--- src/rtl/bss_pkg.sv ---
// Shared types, constants and helpers of the banked step sequencer.
// No dependencies; every other file refers to it by scoped names.
package bss_pkg;

    localparam int NUM_STEPS = 8;
    localparam int STEP_W    = 3;
    localparam int WORD_W    = 8;
    localparam int SEL_W     = 2;
    localparam int BANK_W    = 2;
    localparam int NIB_W     = 4;
    localparam int ROW_W     = 8;

    // Item opcodes
    localparam logic OP_PINS  = 1'b0;
    localparam logic OP_FRAME = 1'b1;

    // Control from the top level to each step lane
    typedef struct packed {
        logic              frame;  // current item is a frame
        logic              take;   // item accepted this cycle
        logic [BANK_W-1:0] bank;   // bank held before the frame
    } t_lane_ctl;

    // Control from the top level to the merge stage
    typedef struct packed {
        logic              relatch;
        logic [STEP_W-1:0] index;
        logic [STEP_W-1:0] held_addr;
        logic [WORD_W-1:0] held_mux;
        logic [BANK_W-1:0] bank;
    } t_merge_ctl;

    typedef struct packed {
        logic [STEP_W-1:0] address_out;
        logic [WORD_W-1:0] mux_out;
        logic              outputs_updated;
        logic [BANK_W-1:0] bank_now;
        logic              display_dirty;
    } t_result;

    // Position of the highest set bit of a nibble (0 when empty)
    function automatic logic [SEL_W-1:0] top_bit(input logic [NIB_W-1:0] v);
        logic [SEL_W-1:0] r;
        if (v[3]) begin
            r = 2'd3;
        end else if (v[2]) begin
            r = 2'd2;
        end else if (v[1]) begin
            r = 2'd1;
        end else begin
            r = 2'd0;
        end
        return r;
    endfunction

endpackage

--- src/rtl/bss_if.sv ---
// Handshake channels of the banked step sequencer: input items and results.
// Depends on bss_pkg for field widths.
interface bss_item_if;
    logic                        valid;
    logic                        ready;
    logic                        op;
    logic                        trig_level;
    logic                        reset_level;
    logic                        sync_switch;
    logic [bss_pkg::ROW_W-1:0]   row_zero_raw;
    logic [bss_pkg::ROW_W-1:0]   row_one_raw;
    logic [bss_pkg::ROW_W-1:0]   row_two_raw;
    logic [bss_pkg::ROW_W-1:0]   row_three_raw;
    logic [bss_pkg::ROW_W-1:0]   row_bank_raw;

    modport source (
        output valid, op, trig_level, reset_level, sync_switch,
               row_zero_raw, row_one_raw, row_two_raw, row_three_raw, row_bank_raw,
        input  ready
    );
    modport sink (
        input  valid, op, trig_level, reset_level, sync_switch,
               row_zero_raw, row_one_raw, row_two_raw, row_three_raw, row_bank_raw,
        output ready
    );
endinterface

interface bss_result_if;
    logic                        valid;
    logic                        ready;
    logic [bss_pkg::STEP_W-1:0]  address_out;
    logic [bss_pkg::WORD_W-1:0]  mux_out;
    logic                        outputs_updated;
    logic [bss_pkg::BANK_W-1:0]  bank_now;
    logic                        display_dirty;

    modport source (
        output valid, address_out, mux_out, outputs_updated, bank_now, display_dirty,
        input  ready
    );
    modport sink (
        input  valid, address_out, mux_out, outputs_updated, bank_now, display_dirty,
        output ready
    );
endinterface

--- src/rtl/bss_lane.sv ---
// One step lane: holds the step word and the pressed state of its key nibble.
// Depends on bss_pkg.
module bss_lane (
    input  logic                       i_clk,
    input  logic                       i_rst_n,
    input  bss_pkg::t_lane_ctl         i_ctl,
    input  logic [bss_pkg::NIB_W-1:0]  i_raw,
    output logic [bss_pkg::WORD_W-1:0] o_word_next
);
    logic [bss_pkg::WORD_W-1:0] r_word;
    logic [bss_pkg::NIB_W-1:0]  r_prev;
    logic [bss_pkg::WORD_W-1:0] n_word;
    logic [bss_pkg::NIB_W-1:0]  pressed;
    logic [bss_pkg::NIB_W-1:0]  fresh;
    logic [bss_pkg::STEP_W-1:0] shift;
    logic [bss_pkg::WORD_W-1:0] mask;
    logic [bss_pkg::WORD_W-1:0] field;

    assign pressed = ~i_raw;
    assign fresh   = pressed & ~r_prev;
    assign shift   = {i_ctl.bank, 1'b0};
    assign mask    = bss_pkg::WORD_W'(2'b11) << shift;
    assign field   = bss_pkg::WORD_W'(bss_pkg::top_bit(fresh)) << shift;

    // highest fresh key of the nibble wins
    always_comb begin
        n_word = r_word;
        if (i_ctl.frame && (|fresh)) begin
            n_word = (r_word & ~mask) | field;
        end
    end

    assign o_word_next = n_word;

    always_ff @(posedge i_clk) begin
        if (!i_rst_n) begin
            r_word <= '0;
            r_prev <= '0;
        end else if (i_ctl.take && i_ctl.frame) begin
            r_word <= n_word;
            r_prev <= pressed;
        end
    end
endmodule

--- src/rtl/bss_merge.sv ---
// Merge stage: picks the word of the output step from the lanes and forms the result.
// Depends on bss_pkg.
module bss_merge (
    input  logic [bss_pkg::WORD_W-1:0] i_words [bss_pkg::NUM_STEPS],
    input  bss_pkg::t_merge_ctl        i_ctl,
    output bss_pkg::t_result           o_result
);
    logic [bss_pkg::WORD_W-1:0] sel_word;

    assign sel_word = i_words[i_ctl.index];

    always_comb begin
        o_result.address_out     = i_ctl.relatch ? i_ctl.index : i_ctl.held_addr;
        o_result.mux_out         = i_ctl.relatch ? sel_word : i_ctl.held_mux;
        o_result.outputs_updated = i_ctl.relatch;
        o_result.bank_now        = i_ctl.bank;
        // every relatch redraws; a frame always relatches
        o_result.display_dirty   = i_ctl.relatch;
    end
endmodule

--- src/rtl/banked_step_sequencer.sv ---
// Banked step sequencer: usage overview.
// Channels: i_item (sink) carries pin samples (op 0) and frames with button
//   rows (op 1); o_result (source) gives one result transaction per item.
// Handshake: a transaction moves at a rising edge with valid and ready high.
// Result: each item's result is registered in the output register or skid.
// Throughput: one item per cycle unless the receiver stalls. The eight step
//   lanes edit their words in parallel and the merge stage selects the
//   output word in the same cycle, so no loop holds the next item back.
// Stall: an output register plus a one-entry skid buffer; while the receiver
//   stalls, one more item is taken into the skid, after which i_item.ready
//   drops until the output register drains.
// Reset (i_rst_n, synchronous, active low): step index, all step words,
//   button and pin history, bank, sync mode and latched outputs go to zero;
//   both result slots are emptied. No clearing pass is needed.
// Sync mode set by a frame holds the outputs until the next frame; pin edges
//   still move the step index.
// Files: bss_pkg, bss_if, bss_lane, bss_merge.
module banked_step_sequencer (
    input  logic          i_clk,
    input  logic          i_rst_n,
    bss_item_if.sink      i_item,
    bss_result_if.source  o_result
);
    // ------------------------------------------------------------------
    // Control state
    // ------------------------------------------------------------------
    logic [bss_pkg::STEP_W-1:0] r_step_index;
    logic [1:0]                 r_prev_pins;   // bit 0 trigger, bit 1 reset
    logic [bss_pkg::BANK_W-1:0] r_bank;
    logic [bss_pkg::NIB_W-1:0]  r_prev_bank;   // bank row keys 4-7 only
    logic                       r_sync;
    logic [bss_pkg::STEP_W-1:0] r_lat_addr;
    logic [bss_pkg::WORD_W-1:0] r_lat_mux;

    // Output register and skid buffer
    logic                       r_out_v;
    bss_pkg::t_result           r_out;
    logic                       r_skid_v;
    bss_pkg::t_result           r_skid;

    logic                       accept;
    logic                       is_frame;
    logic [1:0]                 pins_now;
    logic [1:0]                 rising;
    logic [bss_pkg::STEP_W-1:0] n_step_index;
    logic [bss_pkg::BANK_W-1:0] n_bank;
    logic [bss_pkg::NIB_W-1:0]  bank_pressed;
    logic [bss_pkg::NIB_W-1:0]  bank_fresh;
    logic                       relatch;
    logic                       out_free;

    bss_pkg::t_lane_ctl         lane_ctl;
    bss_pkg::t_merge_ctl        merge_ctl;
    bss_pkg::t_result           res;
    logic [bss_pkg::WORD_W-1:0] words_next [bss_pkg::NUM_STEPS];
    logic [bss_pkg::ROW_W-1:0]  rows [bss_pkg::NUM_STEPS/2];

    assign i_item.ready = !r_skid_v;
    assign accept       = i_item.valid && i_item.ready;
    assign is_frame     = (i_item.op == bss_pkg::OP_FRAME);
    assign out_free     = !r_out_v || o_result.ready;

    // ------------------------------------------------------------------
    // Pin edges: trigger first, then reset wins
    // ------------------------------------------------------------------
    assign pins_now = {i_item.reset_level, i_item.trig_level};
    assign rising   = pins_now & ~r_prev_pins;

    always_comb begin
        n_step_index = r_step_index;
        if (!is_frame) begin
            if (rising[1]) begin
                n_step_index = '0;
            end else if (rising[0]) begin
                n_step_index = r_step_index + 3'd1;
            end
        end
    end

    // frames always relatch; pin edges only outside sync mode
    assign relatch = is_frame || ((|rising) && !r_sync);

    // ------------------------------------------------------------------
    // Bank row: fresh keys 4-7, highest wins; steps use the old bank
    // ------------------------------------------------------------------
    assign bank_pressed = ~i_item.row_bank_raw[7:4];
    assign bank_fresh   = bank_pressed & ~r_prev_bank;
    assign n_bank       = (is_frame && (|bank_fresh)) ? bss_pkg::top_bit(bank_fresh)
                                                      : r_bank;

    // ------------------------------------------------------------------
    // Step lanes: two per button row
    // ------------------------------------------------------------------
    assign lane_ctl.frame = is_frame;
    assign lane_ctl.take  = accept;
    assign lane_ctl.bank  = r_bank;

    assign rows[0] = i_item.row_zero_raw;
    assign rows[1] = i_item.row_one_raw;
    assign rows[2] = i_item.row_two_raw;
    assign rows[3] = i_item.row_three_raw;

    for (genvar g = 0; g < bss_pkg::NUM_STEPS; g++) begin : g_lane
        bss_lane u_lane (
            .i_clk       (i_clk),
            .i_rst_n     (i_rst_n),
            .i_ctl       (lane_ctl),
            .i_raw       (rows[g/2][(g%2)*bss_pkg::NIB_W +: bss_pkg::NIB_W]),
            .o_word_next (words_next[g])
        );
    end

    // ------------------------------------------------------------------
    // Merge: select the output step's word, build the result
    // ------------------------------------------------------------------
    assign merge_ctl.relatch   = relatch;
    assign merge_ctl.index     = n_step_index;
    assign merge_ctl.held_addr = r_lat_addr;
    assign merge_ctl.held_mux  = r_lat_mux;
    assign merge_ctl.bank      = n_bank;

    bss_merge u_merge (
        .i_words  (words_next),
        .i_ctl    (merge_ctl),
        .o_result (res)
    );

    // ------------------------------------------------------------------
    // State update on each accepted transaction
    // ------------------------------------------------------------------
    always_ff @(posedge i_clk) begin
        if (!i_rst_n) begin
            r_step_index <= '0;
            r_prev_pins  <= '0;
            r_bank       <= '0;
            r_prev_bank  <= '0;
            r_sync       <= 1'b0;
            r_lat_addr   <= '0;
            r_lat_mux    <= '0;
        end else if (accept) begin
            r_step_index <= n_step_index;
            r_bank       <= n_bank;
            r_lat_addr   <= res.address_out;
            r_lat_mux    <= res.mux_out;
            if (is_frame) begin
                r_sync      <= i_item.sync_switch;
                r_prev_bank <= bank_pressed;
            end else begin
                r_prev_pins <= pins_now;
            end
        end
    end

    // ------------------------------------------------------------------
    // Output register with skid buffer
    // ------------------------------------------------------------------
    always_ff @(posedge i_clk) begin
        if (!i_rst_n) begin
            r_out_v  <= 1'b0;
            r_skid_v <= 1'b0;
        end else if (out_free) begin
            // skid full means no accept this cycle
            if (r_skid_v) begin
                r_out_v  <= 1'b1;
                r_skid_v <= 1'b0;
            end else begin
                r_out_v  <= accept;
            end
        end else if (accept) begin
            r_skid_v <= 1'b1;
        end
    end

    always_ff @(posedge i_clk) begin
        if (out_free) begin
            if (r_skid_v) begin
                r_out <= r_skid;
            end else if (accept) begin
                r_out <= res;
            end
        end else if (accept) begin
            r_skid <= res;
        end
    end

    assign o_result.valid           = r_out_v;
    assign o_result.address_out     = r_out.address_out;
    assign o_result.mux_out         = r_out.mux_out;
    assign o_result.outputs_updated = r_out.outputs_updated;
    assign o_result.bank_now        = r_out.bank_now;
    assign o_result.display_dirty   = r_out.display_dirty;

`ifndef SYNTH
    // skid only fills behind a held output
    a_skid_behind_out: assert property (@(posedge i_clk) disable iff (!i_rst_n)
        r_skid_v |-> r_out_v)
        else $error("skid buffer valid with empty output register");

    // sync mode freezes the latched address across pin samples
    a_sync_holds: assert property (@(posedge i_clk) disable iff (!i_rst_n)
        (accept && !is_frame && r_sync) |=> $stable(r_lat_addr))
        else $error("latched address moved in sync mode");

    // a frame relatches the unchanged step index
    a_frame_relatch: assert property (@(posedge i_clk) disable iff (!i_rst_n)
        (accept && is_frame) |=> (r_lat_addr == $past(r_step_index)))
        else $error("frame did not relatch current step");

    // a rising reset pin always returns the index to step 0
    a_reset_edge: assert property (@(posedge i_clk) disable iff (!i_rst_n)
        (accept && !is_frame && rising[1]) |=> (r_step_index == '0))
        else $error("reset edge did not clear step index");
`endif
endmodule
--- src/flat_wrapper.sv ---
// flat-port wrapper written by rule: the top's interface ports become plain ports
module banked_step_sequencer_flat 
  (i_clk, i_rst_n, i_item_valid, i_item_op, i_item_trig_level, i_item_reset_level, i_item_sync_switch, i_item_row_zero_raw, i_item_row_one_raw, i_item_row_two_raw, i_item_row_three_raw, i_item_row_bank_raw, i_item_ready, o_result_valid, o_result_address_out, o_result_mux_out, o_result_outputs_updated, o_result_bank_now, o_result_display_dirty, o_result_ready);
  bss_item_if i_item_i ();
  bss_result_if o_result_i ();
  input  logic i_clk;
  input  logic i_rst_n;
  input wire logic [$bits(i_item_i.valid)-1:0] i_item_valid;
  input wire logic [$bits(i_item_i.op)-1:0] i_item_op;
  input wire logic [$bits(i_item_i.trig_level)-1:0] i_item_trig_level;
  input wire logic [$bits(i_item_i.reset_level)-1:0] i_item_reset_level;
  input wire logic [$bits(i_item_i.sync_switch)-1:0] i_item_sync_switch;
  input wire logic [$bits(i_item_i.row_zero_raw)-1:0] i_item_row_zero_raw;
  input wire logic [$bits(i_item_i.row_one_raw)-1:0] i_item_row_one_raw;
  input wire logic [$bits(i_item_i.row_two_raw)-1:0] i_item_row_two_raw;
  input wire logic [$bits(i_item_i.row_three_raw)-1:0] i_item_row_three_raw;
  input wire logic [$bits(i_item_i.row_bank_raw)-1:0] i_item_row_bank_raw;
  output wire logic [$bits(i_item_i.ready)-1:0] i_item_ready;
  output wire logic [$bits(o_result_i.valid)-1:0] o_result_valid;
  output wire logic [$bits(o_result_i.address_out)-1:0] o_result_address_out;
  output wire logic [$bits(o_result_i.mux_out)-1:0] o_result_mux_out;
  output wire logic [$bits(o_result_i.outputs_updated)-1:0] o_result_outputs_updated;
  output wire logic [$bits(o_result_i.bank_now)-1:0] o_result_bank_now;
  output wire logic [$bits(o_result_i.display_dirty)-1:0] o_result_display_dirty;
  input wire logic [$bits(o_result_i.ready)-1:0] o_result_ready;
  assign i_item_i.valid = i_item_valid;
  assign i_item_i.op = i_item_op;
  assign i_item_i.trig_level = i_item_trig_level;
  assign i_item_i.reset_level = i_item_reset_level;
  assign i_item_i.sync_switch = i_item_sync_switch;
  assign i_item_i.row_zero_raw = i_item_row_zero_raw;
  assign i_item_i.row_one_raw = i_item_row_one_raw;
  assign i_item_i.row_two_raw = i_item_row_two_raw;
  assign i_item_i.row_three_raw = i_item_row_three_raw;
  assign i_item_i.row_bank_raw = i_item_row_bank_raw;
  assign i_item_ready = i_item_i.ready;
  assign o_result_valid = o_result_i.valid;
  assign o_result_address_out = o_result_i.address_out;
  assign o_result_mux_out = o_result_i.mux_out;
  assign o_result_outputs_updated = o_result_i.outputs_updated;
  assign o_result_bank_now = o_result_i.bank_now;
  assign o_result_display_dirty = o_result_i.display_dirty;
  assign o_result_i.ready = o_result_ready;
  banked_step_sequencer u_core (.i_clk(i_clk), .i_rst_n(i_rst_n), .i_item(i_item_i), .o_result(o_result_i));
endmodule
--- config.mk ---
export PLATFORM = sky130hd
export DESIGN_NAME = banked_step_sequencer_flat
export DESIGN_NICKNAME = d
export VERILOG_FILES = /design/src/rtl/bss_pkg.sv /design/src/rtl/bss_if.sv /design/src/rtl/bss_lane.sv /design/src/rtl/bss_merge.sv /design/src/rtl/banked_step_sequencer.sv /design/src/flat_wrapper.sv
export SDC_FILE = /design/constraint.sdc
export NUM_CORES = 1
export LEC_CHECK = 0
export BUFFER_PORTS_ARGS = -buffer_cell sky130_fd_sc_hd__clkbuf_2
export CAP_MARGIN = 10
export CORE_ASPECT_RATIO = 0.6
export CORE_MARGIN = 2
export CORE_UTILIZATION = 60
export DETAILED_ROUTE_END_ITERATION = 7
export PLACE_DENSITY = 0.9
export SYNTH_ARGS = -nofsm -noshare
export SYNTH_HDL_FRONTEND = slang
export SYNTH_SLANG_ARGS = --single-unit
--- constraint.sdc ---
create_clock -name i_clk -period 2.65 [get_ports i_clk]
set_input_delay 0.1325 -clock i_clk [delete_from_list [all_inputs] [get_ports i_clk]]
set_output_delay 0.1325 -clock i_clk [all_outputs]
set_load 0.05 [all_outputs]
==> run_results.csv <==
group,metric,value,unit
status,outcome,"completed",
hold_path,whs_path_depth,3,
route,drt-total-wl,22500,µm
global_route,grt_pass1_wl,35500,µm
worst_setup_path,crit_type,"reg2reg",
place,placed_cells,1127,
route,wl_met3,2850,µm
worst_setup_path,crit_fanout,8,
worst_setup_path,reg2reg_slack,0.13,ns
floorplan,initial_utilization,60.9,%
timing,hold_viol,0,
cts,cts_tree,"done",
cts,cts.sinks,149,
power_and_ir_drop,clockPowerShare,40.7,%
route,drtAntennaViolNets,0,
worst_setup_path,crit_path_end_kind,"flop",
floorplan,dieArea,13800,µm²
place,place_ws,0.192,ns
worst_setup_path,worst_setup_path_start_kind,"flop",
global_route,overflow,0,
place,hpwlAfterDp,15300,µm
cts,cts_buffer_depth,2,
power_and_ir_drop,powerDensity,651,nW/µm²
power_and_ir_drop,p_sw,1.72,mW
worst_setup_path,cp.arrival,2.81,ns
timing,rsz0062_at_grt,"no",
global_route,grt_antenna_before_repair,0,
global_route,grt_pass1_vias,6838,
worst_setup_path,required,2.94,ns
timing,whs,0.000454,ns
route,drc,0,
worst_setup_path,path_cells,"ha_1 > and4bb_4 > xnor2_4 > or3_1 > nor2_2 > a22o_1 > or4_4 > o21ai_2",
synthesis,netlist-cell-type-count,67,
worst_setup_path,cp_num_cells,8,
power_and_ir_drop,pwr-share-comb,16.8,%
timing,slew_headroom,47.6,%
floorplan,die_x,151,µm
cells_and_area,nets,1032,
timing,layout_min_cycle_time,2.52,ns
floorplan,rows,32,
cells_and_area,stdcell_count,1166,
synthesis,avgSynthCellArea,8.51,µm²
route,top_layer,"met4",
synthesis,syn-cell-area,7730,µm²
worst_setup_path,crit_buf_inv,0,
floorplan,io_pins,65,
cells_and_area,n_antenna_cell,0,
place,portBuffers,60,
global_route,grt.total_usage,33.3,%
cts,clkTransAtPathRegs,0.07,ns
global_route,grt_max_degree,85,
timing,fmaxAchievable,397,MHz
floorplan,core,12700,µm²
power_and_ir_drop,total_power,5.88,mW
cts,clk_latency,0.43,ns
timing,finalCritPeriodShare,95.1,%
timing,setup_viol,0,
cts,htree_levels,4,
synthesis,synth_edf_count,28,
cells_and_area,syn_to_final_growth,16.8,%
synthesis,synth_nets,958,
power_and_ir_drop,ir_worst_vdd,0.378,mV
hold_path,hold_class,"in2reg",
route,vias,7504,
power_and_ir_drop,netSwitchingFraction,29.3,%
timing,setup_ws,0.131,ns
timing,finalSetupTns,0,ns
route,dr.pass1.iters,6,
cts,clockRootBuffer,"clkbuf_16",
power_and_ir_drop,power_frac_seq,42.5,%
synthesis,yosysSeqAreaShare,42.2,%
route,wl_per_cell,19.3,µm
synthesis,synthCells,909,
cells_and_area,final_cell_mix,"182 x nand2_1, 121 x dfxtp_1, 118 x o21ai_0",
route,drt_iter0_drc,953,
worst_setup_path,critPathSlowestCell,"or4_4",
route,wl_met2,9660,µm
worst_setup_path,cp_top_family,"simple AND/OR/NAND/NOR gates",
power_and_ir_drop,leakage,3.83,nW
timing,fin_skew,0.0109,ns
place,place.gp.congestion,1.00,
synthesis,ys_warn_count,0,
route,wl_met1,9550,µm
timing,maxSlewViolCount,0,
floorplan,dieHeight,91.9,µm
cells_and_area,final_common_cell,"nand2_1",
synthesis,synth_seq_cells,149,
cells_and_area,drive_above_1_share,16.9,%
cts,post-cts-setup-buffers,0,
synthesis,synth_ff_type,"dfxtp_1",
worst_setup_path,r2r_cells,8,
cts,numCtsBuffers,17,
route,vias_per_cell,6.44,
timing,worst_slew_pin_slew,0.783,ns
synthesis,synthArstFlopShare,0,%
worst_setup_path,crit_path_max_incr_delay,0.56,ns
flow_run,cap_violations,0,
power_and_ir_drop,p_int,4.15,mW
-- per-stage QoR --
stage | utilization [%] | area [µm²]
final | 71.1 | 9030
after global routing | 71.1 | 9030
after CTS | 71.1 | 9030
after detailed placement | 65.9 | 8370
after global placement | 65.9 | 8370
after floorplan | - | 7730
-- cell usage after synthesis (all sizes together) (3+ instances only) --
| library cell | instances | area, µm² |
|---|---|---|
| o211ai | 6 | 45.0 |
| dfxtp | 121 | 2420 |
| inv | 6 | 22.5 |
| edfxtp | 28 | 841 |
| nand4 | 9 | 56.3 |
| clkbuf | 47 | 176 |
| o32ai | 8 | 77.6 |
| a22o | 4 | 35.0 |
| o22ai | 18 | 119 |
| a31oi | 5 | 37.5 |
| nand2b | 3 | 18.8 |
| nand3 | 7 | 35.0 |
| nand4b | 3 | 26.3 |
| o21ai | 121 | 609 |
| buf | 12 | 82.6 |
| o211a | 38 | 380 |
| nor3b | 24 | 190 |
| mux2i | 33 | 330 |
| o21a | 5 | 37.5 |
| nor2 | 59 | 239 |
| a21oi | 39 | 199 |
| a22oi | 9 | 67.6 |
| o311a | 4 | 40.0 |
| mux2 | 7 | 78.8 |
| nand2 | 183 | 694 |
| and3 | 7 | 45.1 |
| a21boi | 38 | 285 |
| and2 | 17 | 106 |
| o22a | 17 | 149 |
| a21o | 5 | 37.5 |
| nor3 | 4 | 25.0 |
-- kinds of logic after synthesis --
kind of cell / Yosys count / share of synthesized area [%]
adder cells (fa/ha/maj): 1 / 0.162
multiplexers: 40 / 5.29
flip-flops: 149 / 42.2
XOR/XNOR: 3 / 0.583
buffers and inverters: 65 / 3.64
AND/OR/NAND/NOR: 328 / 20.0
AO/OA/AOI/OAI: 323 / 28.1
-- worst reg2reg max path, stage by stage, from the launching register on --
cell and delay [ns]:
dfxtp_1 0.37, ha_1 0.16, and4bb_4 0.28, xnor2_4 0.15, or3_1 0.39, nor2_2 0.12, a22o_1 0.24, or4_4 0.56
o21ai_2 0.12
-- final cells by class --
cell class	count	area (µm²)
clock buffers	22	507
clock inverters	10	83.8
fillers	943	3660
inverters	6	22.5
multi-input cells	695	4190
flip-flops and latches	149	3260
well taps	170	213
repair buffers	114	751
-- final timing paths --
kind | from | to
setup / recovery | u_core.r_step_index[0]$_SDFFE_PN0P_ | u_core.r_skid[10]$_DFFE_PP_
hold / removal | i_item_row_three_raw[5] | u_core.g_lane[7].u_lane.r_prev[1]$_SDFFE_PN0P_
setup reg to reg | u_core.r_step_index[0]$_SDFFE_PN0P_ | u_core.r_skid[10]$_DFFE_PP_
hold reg to reg | u_core.g_lane[1].u_lane.r_word[3]$_SDFFE_PN0P_ | u_core.g_lane[1].u_lane.r_word[3]$_SDFFE_PN0P_
-- timing repair --
action                                 4_1_cts  5_1_grt
endpoints found under the hold margin        7        0
hold buffers                                 7        0
resized for setup                            0        2
setup endpoints to repair                    0        5
-- registers in the layout (all words and copies together), names as in the netlist, 2 cells and up --
| signal | cells |
|---|---|
| u_core.g_lane.u_lane.r_prev | 32 |
| u_core.g_lane.u_lane.r_word | 64 |
| u_core.o_result.address_out | 3 |
| u_core.o_result.bank_now | 2 |
| u_core.o_result.mux_out | 8 |
| u_core.r_bank | 2 |
| u_core.r_lat_addr | 3 |
| u_core.r_lat_mux | 8 |
| u_core.r_prev_bank | 4 |
| u_core.r_prev_pins | 2 |
| u_core.r_skid | 14 |
| u_core.r_step_index | 3 |
-- metal layers --
layer	vias up	GRT usage (%)
met5	-	0
met3	55	10.5
met1	3547	46.6
met4	0	10.1
met2	440	49.2
li1	3462	-
-- power by group through the flow --
stage | Clock, mW | Combinational, mW | Sequential (mW)
after global placement | 0 | 0.917 | 2.54
after CTS | 2.40 | 0.959 | 2.50
after detailed placement | 0 | 0.941 | 2.55
after floorplan | 0 | 0.551 | 2.62
after global routing | 2.51 | 1.05 | 2.51
final | 2.39 | 0.985 | 2.50
No activity file was read; power rests on OpenSTA's default activity.
